<file path="src/sv/lvpr_pkg.sv">
// Shared constants and types for the longest valid parenthesis run block.
package lvpr_pkg;

    // Longest string that is taken; later characters only set the overflow flag.
    localparam int MAX_LEN     = 1024;
    // Stack cells: the base entry plus one for every open.
    localparam int DEPTH       = MAX_LEN + 1;
    // Positions are held as position + 1, so the -1 base is held as zero.
    localparam int POS_W       = $clog2(MAX_LEN + 1);
    localparam int CNT_W       = $clog2(DEPTH + 1);
    localparam int OUT_W       = 11;
    localparam int LONGEST_MAX = 2047;
    localparam int BEST_W      = (POS_W > OUT_W) ? POS_W : OUT_W;
    localparam int CHAR_W      = 8;
    localparam logic [CHAR_W-1:0] OPEN_CHAR = 8'h28;

    // Per-cell shift control.
    typedef struct packed {
        logic take_above;  // load the neighbor nearer the top (push)
        logic take_below;  // load the neighbor further from the top (pop)
    } t_cell_ctl;

    // One result beat.
    typedef struct packed {
        logic [OUT_W-1:0] longest;
        logic             end_of_string;
        logic             overflow;
    } t_result;

endpackage

</file>
<file path="src/sv/lvpr_cell.sv">
// One entry of the shifting position stack.
module lvpr_cell (
    input  logic                     i_clk,
    input  lvpr_pkg::t_cell_ctl      i_ctl,
    input  logic [lvpr_pkg::POS_W-1:0] i_above,
    input  logic [lvpr_pkg::POS_W-1:0] i_below,
    output logic [lvpr_pkg::POS_W-1:0] o_value
);
    import lvpr_pkg::*;

    logic [POS_W-1:0] r_value;
    logic [POS_W-1:0] n_value;

    // A push moves every entry one cell down, a pop one cell up.
    always_comb begin
        n_value = r_value;
        if (i_ctl.take_above) begin
            n_value = i_above;
        end else if (i_ctl.take_below) begin
            n_value = i_below;
        end
    end

    // Payload only: entries are never read before they are written.
    always_ff @(posedge i_clk) begin
        r_value <= n_value;
    end

    assign o_value = r_value;

endmodule

</file>
<file path="config.mk">
export PLATFORM = sky130hd
export DESIGN_NAME = lvpr_cell
export DESIGN_NICKNAME = d
export VERILOG_FILES = /design/src/sv/lvpr_pkg.sv /design/src/sv/lvpr_cell.sv
export SDC_FILE = /design/constraint.sdc
export NUM_CORES = 1
export LEC_CHECK = 0
export ABC_AREA = 1
export CAP_MARGIN = 20
export CORE_ASPECT_RATIO = 0.8
export CORE_MARGIN = 2
export CORE_UTILIZATION = 25
export CTS_BUF_LIST = sky130_fd_sc_hd__clkbuf_4 sky130_fd_sc_hd__clkbuf_8 sky130_fd_sc_hd__clkbuf_16
export DETAILED_ROUTE_END_ITERATION = 8
export DONT_BUFFER_PORTS = 1
export PLACE_DENSITY = 0.5
export SLEW_MARGIN = 20
export SYNTH_ARGS = -nofsm -noshare
export SYNTH_HDL_FRONTEND = slang
export SYNTH_SLANG_ARGS = --single-unit
</file>
<file path="constraint.sdc">
create_clock -name i_clk -period 0.91 [get_ports i_clk]
set_input_delay 0.1365 -clock i_clk [delete_from_list [all_inputs] [get_ports i_clk]]
set_output_delay 0.1365 -clock i_clk [all_outputs]
set_load 0.03 [all_outputs]
</file>
Yosys cells after proc, flatten, opt, wreduce, memory -nomap -nowiden
Index checks and enable logic that the tools add are counted.
- flip-flop bits (word level): 11
- bits of input ports: 25
- output and inout bits: 11
- word-level logic and storage cells: 4
- muxes and demuxes: 2
- reduce and logical (&&, ||, !) cells: 1
- operator list (cell ; count):
    two-way mux 11 bit ; 2
    nonzero test 2 bit ; 1

Logic depth before layout (Yosys ltp)
- word-level depth: 2
- mapped depth: 4
- depth with buffers taken out: 3

Worst setup path after synthesis
No wires, ideal clock.
- path kind: input port to flip-flop
- from: input i_ctl[1] (netlist name)
- to: register r_value[0], in the netlist o_value[0] (enable)
- setup time: 0.279 ns
- data arrival time: 0.516 ns
- required time: 0.631 ns
- setup slack: 0.115 ns
- cell stages on the path: 1
- buffers on the path: 0
- cells stage by stage: or2_2
- cells in the longest elaborated chain, start to end: 1
- RTL lines (item ; RTL line ; text):
    start, declared ; lvpr_cell.sv:4 ; input lvpr_pkg::t_cell_ctl i_ctl,
    nonzero test 2 bit (no line) ; - ;
    end signal, assigned ; lvpr_cell.sv:26 ; r_value <= n_value;
    end, declared ; lvpr_cell.sv:11 ; logic [POS_W-1:0] r_value;
No other way between the ends.
A chain may end at the register's enable or synchronous reset.

Worst setup path after layout
- from: register r_value[1], in the netlist o_value[1]
- to: output o_value[1] (netlist name)
- RTL lines (item ; RTL line ; text):
    end, declared ; lvpr_cell.sv:7 ; output logic [lvpr_pkg::POS_W-1:0] o_value
No word-level cell between the ends.

==> out/results.tsv <==
metric	value	unit
share of cells above drive strength 1	12.00	%
flip-flop count of the largest register after layout	11	
clock power share	30.2	%
vias in the first global route	309	
CTS tree	done	
CTS H-tree lvls	1	
Clock Path Buffers	2	
Clock transition at path regs	70	ps
nets	76	
Final GP Congestion	0.6319	
Slew headroom	79.43	%
Max-Cap Viols	0	
clock tree sinks	11	
first-pass GRT wire length	1.421	mm
Switching Share	27.47	%
Remaining DRCs	0	
IO Pins	36	
CP Data Arrival Time	790	ps
DRT iter0 DRCs	2	
Post-synth EDFFs	11	
Final Cycle Share	102.4	%
Comb power frac	4.7	%
Multi-input gate area	130.1	um2
top-area cell type share of the netlist area	68.39	%
RSZ-0062 raised after global routing	true	
Hold-fix buffers, CTS	0	
initial antenna violation count	0	
Post-synth ARST share	0	%
Main synth FF type	edfxtp_1	
max-slew violations	0	
ranking of synthesized cells by area	edfxtp_1, nand2_1, buf_6, buf_4, or2_2	
Total Routed Length	984	um
Worst Min Path Start	i_below[2]	
Final Worst Setup Slack	-21.48	ps
Post-Syn Instances	48	
ant diodes	0	
Layout area overhead	8.549	%
Post-Syn Area	483.0	um2
Num CTS Buffers	3	
PD cells	2228	nW/um2
Crit. End Element	primary output	
Worst Setup Path Type	reg -> out	
DR vias	318	
PnR Total Power	1168	uW
die outline width	53.14	um
Lkg Pwr	0.0002351	uW
Internal	847.1	uW
fillers	217	
largest net degree at the start of global routing	14	
Initial Util	26.01	%
input/output buffers	0	
Worst Path Required	770	ps
CORE AREA	1857	um2
Syn Area/Cell	10.06	um2
Die Ht	43.31	um
Slew @ Worst Pin	309.2	ps
pre-CTS setup slack	73.42	ps
Final ANT Viol Nets	0	
postcts setup bufs	0	
fmax	1074	MHz
die area	2301	um2
minimum clock period	931.5	ps
NetSw	320.9	uW
WL/cell	13.30	um
Synth Register Bits	11	
DR vias/cell	4.297	
Overall Global Routing Usage	9.250	%
clock root buffer	clkbuf_4	
Cell Rows	14	
Setup Viol. Count Final	11	
sequential cell area fraction in the yosys report	68.39	%
crit-path max FO	1	
most frequent cell after synthesis	nand2_1	
post-CTS sizing	0	
Hold Path Class	in -> reg	
Final Hold Vio Count	0	
yosys warns	0	
crit start category	register	
Commonest cells post-synth	nand2_1, edfxtp_1	
Initial DRT Pass Iterations	2	
outcome	finished, violations left	
Mapped Nets	73	
VDD IR max	0.0007510	V
distinct cell type count after synthesis	6	
crit path from	o_value[1]$_DFFE_PP_	
Reg area	330.3	um2
Synth area leader	edfxtp_1	
failing checks	setup timing	
Sequential Power Share	65.1	%
grt ovf	0	
-- routing by layer --
metal  vias to the layer above  wire, um  track usage [%]
met1                       136       384            7.965
li1                        157         -                -
met3                         2       178            9.859
met5                         -         0                0
met4                         0        17            6.154
met2                        23       404            12.75
-- path summary, 6_finish.rpt --
check | slack, ps | cells past startpoint | end
worst max-delay path | -20 | 0 | o_value[1]
worst min-delay path | 50 | 2 | o_value[2]$_DFFE_PP_
-- placed cells by master, fill, tap and decap left out --
cell type	Yosys	layout
inv_2	1	1
or2_2	1	1
nand2_1	33	33
clkbuf_4	0	4
edfxtp_1	11	11
-- metrics by stage --
stage	TNS, ps	area, um2	std cells	hold WS, ps	utilization [%]
6_report	-139.6	524.3	74	53.01	28.23
5_1_grt	-534.6	524.3	74	30.54	28.23
4_1_cts	-295.0	524.3	74	41.41	28.23
3_5_place_dp	0	494.2	70	321.4	26.62
3_3_place_gp	0	494.2	70	319.7	26.62
2_1_floorplan	0	483.0	48	315.1	-
-- power by group through the flow --
stage / Clock [uW] / Combinational [uW] / Sequential (uW)
after floorplan: 0 / 58.4 / 764
after detailed placement: 0 / 56.2 / 772
after global routing: 404 / 66.6 / 766
final: 353 / 54.7 / 761
after CTS: 373 / 56.2 / 761
after global placement: 0 / 55.4 / 772
-- final cells by class --
cell class | count | area share (%)
Sequential cell | 11 | 63.01
Clock buffer | 4 | 5.728
Inverter | 1 | 0.7160
Tap cell | 24 | 5.728
Multi-Input combinational cell | 34 | 24.82
-- cells by family after synthesis --
group | share of synthesized area (%)
buffers and inverters | 4.663
flip-flops | 68.39
AND/OR/NAND/NOR | 26.94
No activity file was read; power rests on OpenSTA's default activity.
