### config.mk
export PLATFORM = sky130hd
export DESIGN_NAME = lvpr_skid
export DESIGN_NICKNAME = d
export VERILOG_FILES = /design/src/sv/lvpr_pkg.sv /design/src/sv/lvpr_skid.sv
export SDC_FILE = /design/constraint.sdc
export NUM_CORES = 1
export LEC_CHECK = 0
export ABC_AREA = 1
export BUFFER_PORTS_ARGS = -buffer_cell sky130_fd_sc_hd__buf_2
export CORE_ASPECT_RATIO = 1.2
export CORE_MARGIN = 2
export CORE_UTILIZATION = 38
export DETAILED_ROUTE_END_ITERATION = 10
export PLACE_DENSITY = 0.65
export SYNTH_ARGS = -nofsm -noshare
export SYNTH_HDL_FRONTEND = slang
export SYNTH_SLANG_ARGS = --single-unit
### constraint.sdc
create_clock -name i_clk -period 3.1 [get_ports i_clk]
set_input_delay 0.155 -clock i_clk [delete_from_list [all_inputs] [get_ports i_clk]]
set_output_delay 0.155 -clock i_clk [all_outputs]
set_load 0.01 [all_outputs]
### src/sv/lvpr_pkg.sv
// Shared constants and types for the longest valid parenthesis run block.
package lvpr_pkg;

    // Longest string that is taken; later characters only set the overflow flag.
    localparam int MAX_LEN     = 1024;
    // Stack cells: the base entry plus one for every open.
    localparam int DEPTH       = MAX_LEN + 1;
    // Positions are held as position + 1, so the -1 base is held as zero.
    localparam int POS_W       = $clog2(MAX_LEN + 1);
    localparam int CNT_W       = $clog2(DEPTH + 1);
    localparam int OUT_W       = 11;
    localparam int LONGEST_MAX = 2047;
    localparam int BEST_W      = (POS_W > OUT_W) ? POS_W : OUT_W;
    localparam int CHAR_W      = 8;
    localparam logic [CHAR_W-1:0] OPEN_CHAR = 8'h28;

    // Per-cell shift control.
    typedef struct packed {
        logic take_above;  // load the neighbor nearer the top (push)
        logic take_below;  // load the neighbor further from the top (pop)
    } t_cell_ctl;

    // One result beat.
    typedef struct packed {
        logic [OUT_W-1:0] longest;
        logic             end_of_string;
        logic             overflow;
    } t_result;

endpackage

### src/sv/lvpr_skid.sv
// Two-entry output stage that parts the result stream from the stack logic.
module lvpr_skid (
    input  logic              i_clk,
    input  logic              i_rst_n,
    input  logic              i_valid,
    input  lvpr_pkg::t_result i_data,
    output logic              o_ready,
    output logic              o_valid,
    output lvpr_pkg::t_result o_data,
    input  logic              i_ready
);
    import lvpr_pkg::*;

    logic    r_main_v;
    logic    r_skid_v;
    t_result r_main;
    t_result r_skid;
    logic    w_accept;
    logic    w_drain;

    assign o_ready  = !r_skid_v;
    assign w_accept = i_valid && !r_skid_v;
    assign w_drain  = r_main_v && i_ready;

    // Valid flags.
    always_ff @(posedge i_clk) begin
        if (!i_rst_n) begin
            r_main_v <= 1'b0;
            r_skid_v <= 1'b0;
        end else if (w_drain || !r_main_v) begin
            if (r_skid_v) begin
                r_main_v <= 1'b1;
                r_skid_v <= 1'b0;
            end else begin
                r_main_v <= w_accept;
            end
        end else if (w_accept) begin
            r_skid_v <= 1'b1;
        end
    end

    // Payload: the skid entry refills the main entry when it frees up.
    always_ff @(posedge i_clk) begin
        if (w_drain || !r_main_v) begin
            if (r_skid_v) begin
                r_main <= r_skid;
            end else begin
                r_main <= i_data;
            end
        end else if (w_accept) begin
            r_skid <= i_data;
        end
    end

    assign o_valid = r_main_v;
    assign o_data  = r_main;

endmodule

# --- Word-level counts from Yosys, hierarchy flattened ---
# Cells that the tools add are included.
word_totals:
  regBits: 28
  out_inout_bits: 15
  elab_cells: 19
  inputBits: 17
classes:
  n_reduce_logical: 7
  n_mux: 2
  bitwise_logic: 2
ops:
  columns: ["op", "count"]
  rows:
  - ["two-way mux 13 bit", 1]
  - ["logical AND 1 bit", 2]
  - ["zero test 1 bit", 2]
  - ["inverter 1 bit", 2]
  - ["AND reduction 2 bit", 1]
  - ["OR reduction 2 bit", 1]
  - ["logical OR 1 bit", 1]
  - ["two-way mux 1 bit", 1]

# --- Longest topological paths before layout ---
logic_depth:
  depth_word: 4
  ltp_mapped: 4
  mapped_depth_nobuf: 3

# --- Worst setup path before layout ---
# Ideal clock, no wire load.
synth_timing:
  path_kind: "register -> register"
  from: "register r_main_v (netlist: o_valid)"
  to: "register r_skid[0] in the netlist's numbering, enable pin"
  path_slack_ps: 1370
  t_required_ps: 2718
  arrival_ps: 1348
  synth_period_minus_slack_ps: 1730
  path_buffers: 0
  path_stages_with_launch: 3
  cell_sequence: "dfxtp_1 nand2_1 nor2_1"
synth_between:
  elab_chain_len: 4
synth_rtl:
  columns: ["item", "line", "text"]
  rows:
  - ["start, declared", "lvpr_skid.sv:14", "logic r_main_v;"]
  - ["start signal, assigned", "lvpr_skid.sv:35", "r_main_v <= w_accept;"]
  - ["logical AND 1 bit or zero test 1 bit (tied branches)", "lvpr_skid.sv:23, lvpr_skid.sv:44", null]
  - ["logical OR 1 bit (*)", "lvpr_skid.sv:44", "if (w_drain || !r_main_v) begin"]
  - ["inverter 1 bit (no source line) (*)", null, null]
  - ["AND reduction 2 bit (no source line) (*)", null, null]
  - ["end signal, assigned", "lvpr_skid.sv:51", "r_skid <= i_data;"]
  - ["end, declared", "lvpr_skid.sv:17", "t_result r_skid;"]
# Every way passes the cells marked *; elsewhere a longest branch is shown, timed or not.
# A chain may end at the register's enable or synchronous reset.

# --- Worst setup path in the final report ---
layout_timing:
  from: "register r_skid_v"
  to: "register r_skid[9] in the netlist's numbering, enable pin"
layout_between:
  elab_chain_len: 3
layout_rtl:
  columns: ["item", "line", "text"]
  rows:
  - ["start, declared", "lvpr_skid.sv:15", "logic r_skid_v;"]
  - ["start signal, assigned", "lvpr_skid.sv:29", "r_skid_v <= 1'b0;"]
  - ["start signal, assigned", "lvpr_skid.sv:33", "r_skid_v <= 1'b0;"]
  - ["start signal, assigned", "lvpr_skid.sv:38", "r_skid_v <= 1'b1;"]
  - ["zero test 1 bit", "lvpr_skid.sv:22", "assign w_accept = i_valid && !r_skid_v;"]
  - ["logical AND 1 bit", "lvpr_skid.sv:22", null]
  - ["AND reduction 2 bit (no source line)", null, null]
# Every way passes these cells.

==> qor.yml <==
placed_design:
  portBuffers: 31
  gp_congestion: 0.698
  placed_cell_area_um2: 1210
  place_inst: 142
clock_tree:
  tritoncts: "yes"
  post_cts.repair.setup_buffers: 0
  h-tree-depth: 1
  root_buffer: "clkbuf_4"
  cts_sinks: 28
  cts_resized: 0
  numCtsBuffers: 3
  clk_latency_ns: 0.33
  postCtsHoldBufs: 0
  clk_path_buf_depth: 2
  clk_pin_slew_worst_paths_ns: 0.14
worst_setup_path:
  start_kind: "register"
  crit_arrival_ns: 1.76
  endpoint_kind: "register"
  critical_path_class: "reg -> reg"
  cp_top_family: "buffers and inverters"
  max_stage_delay_ns: 0.50
  crit_path_top_delay_cell: "dfxtp_1"
  required_ns: 3.16
  crit_chain: "inv_2 > nand2_1 > nor2_1 > buf_4"
  cp.buffers_inverters: 2
  worstPathMaxFanout: 16
timing:
  fin_crit_sh_pct: 55.1
  fin_crit_ns: 1.71
  setup_viol: 0
  worst_pin_slew_ns: 0.568
  holdWs_ns: 0.00867
  finalClockSkew_ns: 0.00202
  fmax_mhz: 585
  finalHoldViolCount: 0
  relSlewSlack_pct: 62.0
  fin_setup_tns_ns: 0
  rsz0062_at_grt: "false"
  report.final.slew_viol_count: 0
final_layout:
  n_fill_cell: 253
  antennaDiodeCount: 0
  drive_above_1_share_pct: 31.9
  final_common_cell: "nand2_1"
  area_growth_pct: 20.6
  design.final.nets: 131
  final_cell_mix: "nand2_1 (42), buf_2 (31), edfxtp_1 (26)"
  design_area_um2: 1240
  final_cells: 146
synthesis:
  yosys_register_bits: 28
  synthCells: 79
  seq_area_frac_synth_pct: 80.0
  ys_warn_count: 0
  syn_area_um2: 1030
  avgSynthCellArea_um2: 13.0
  yosysUniqueCellTypes: 10
  syn-num-nets: 96
floorplan:
  die_area_um2: 3130
  die_y_um: 60.9
  ios: 32
  core_um2: 2550
  initial_core_util_pct: 40.2
  die_w_um: 51.4
  core.rowCount: 20
route:
  via_per_inst: 4.42
  vias: 646
  first_pass_iters: 4
  drt_iter0_drc: 9
  drt-wirelength-per-cell_um: 11.8
  drc_errors: 0
  drt.antenna.violating_nets: 0
  wirelength_mm: 1.73
global_routing:
  grt_pass1_wl_mm: 2.90
  grt_max_degree: 17
  gr-total-overflow: 0
  grt_use_total_pct: 13.2
  antenna_found_initial: 0
  grt_pass1_vias: 619
power:
  power.internal_uw: 507
  vdd_ir_drop_max_mv: 0.294
  pwr-share-clk_pct: 22.9
  p_switching_uw: 141
  p_seq_share_pct: 68.2
  cellLeakagePower_nw: 0.546
  power.density_nw_per_um2: 523
  p_total_uw: 648
  combPwrFrac_pct: 8.9
  swShare_pct: 21.7
flow_run:
  drv_cap: 0
worst_hold_path:
  hold_path.class: "in -> reg"
run_status:
  status: "completed"
==> cell families after synthesis <==
kind of cell           share of synthesized area [%]
AO/OA/AOI/OAI                                  0.487
flip-flops                                      80.0
buffers and inverters                           2.56
AND/OR/NAND/NOR                                 17.0
==> metrics by stage <==
stage / util, % / worst slack, ns
2_1_floorplan: - / 1.37
3_3_place_gp: 47.5 / 1.44
3_5_place_dp: 47.5 / 1.38
4_1_cts: 48.5 / 1.37
5_1_grt: 48.5 / 1.25
6_report: 48.5 / 1.39
==> final cells by class <==
| class | instances | area (um2) | area share [%] |
|---|---|---|---|
| tap | 33 | 41.3 | 3.34 |
| inverter | 2 | 7.51 | 0.607 |
| clock inverter | 1 | 3.75 | 0.303 |
| sequential | 28 | 821 | 66.3 |
| multi-input combinational | 47 | 179 | 14.5 |
| timing repair buffer | 32 | 163 | 13.1 |
| clock buffer | 3 | 22.5 | 1.82 |
==> routing by layer <==
metal | up-vias | wire [um] | GRT usage (%)
li1 | 332 | - | -
met2 | 18 | 830 | 20.1
met3 | 5 | 68 | 1.48
met5 | - | 0 | 0
met4 | 0 | 57 | 10.2
met1 | 291 | 769 | 17.6
==> worst register-to-register path: stages (launching register included) <==
cell	delay (ns)
dfxtp_1	0.50
inv_2	0.29
nand2_1	0.09
nor2_1	0.31
buf_4	0.25
==> cell usage after synthesis <==
master / count / share of area (%)
inv_2: 1 / 0.37
edfxtp_1: 26 / 76
nand3_1: 1 / 0.49
buf_6: 1 / 1.1
buf_4: 1 / 0.73
dfxtp_1: 2 / 3.9
inv_1: 1 / 0.37
nor2_1: 3 / 1.1
o21ai_0: 1 / 0.49
nand2_1: 42 / 15
==> registers in the layout (all words and copies together), names as in the netlist <==
register,cells
r_skid,13
o_valid,1
r_skid_v,1
o_data,13
==> power groups by stage <==
stage | Sequential [mW] | Combinational (mW) | Clock [mW]
CTS | 0.442 | 0.0588 | 0.153
finish | 0.442 | 0.0573 | 0.148
floorplan | 0.459 | 0.0178 | 0
global route | 0.445 | 0.0650 | 0.160
global placement | 0.450 | 0.0574 | 0
detailed placement | 0.451 | 0.0587 | 0
==> final timing paths <==
kind / start / endpoint / slack, ns / cells after the start
min reg2reg: o_valid$_SDFFE_PN0P_ / r_skid_v$_SDFFE_PP0P_ / 0.52 / 2
min: i_data[0] / r_skid[0]$_DFFE_PP_ / 0.009 / 1
max: r_skid_v$_SDFFE_PP0P_ / r_skid[9]$_DFFE_PP_ / 1.39 / 4
max reg2reg: r_skid_v$_SDFFE_PP0P_ / r_skid[9]$_DFFE_PP_ / 1.39 / 4
No activity file was read; power rests on OpenSTA's default activity.
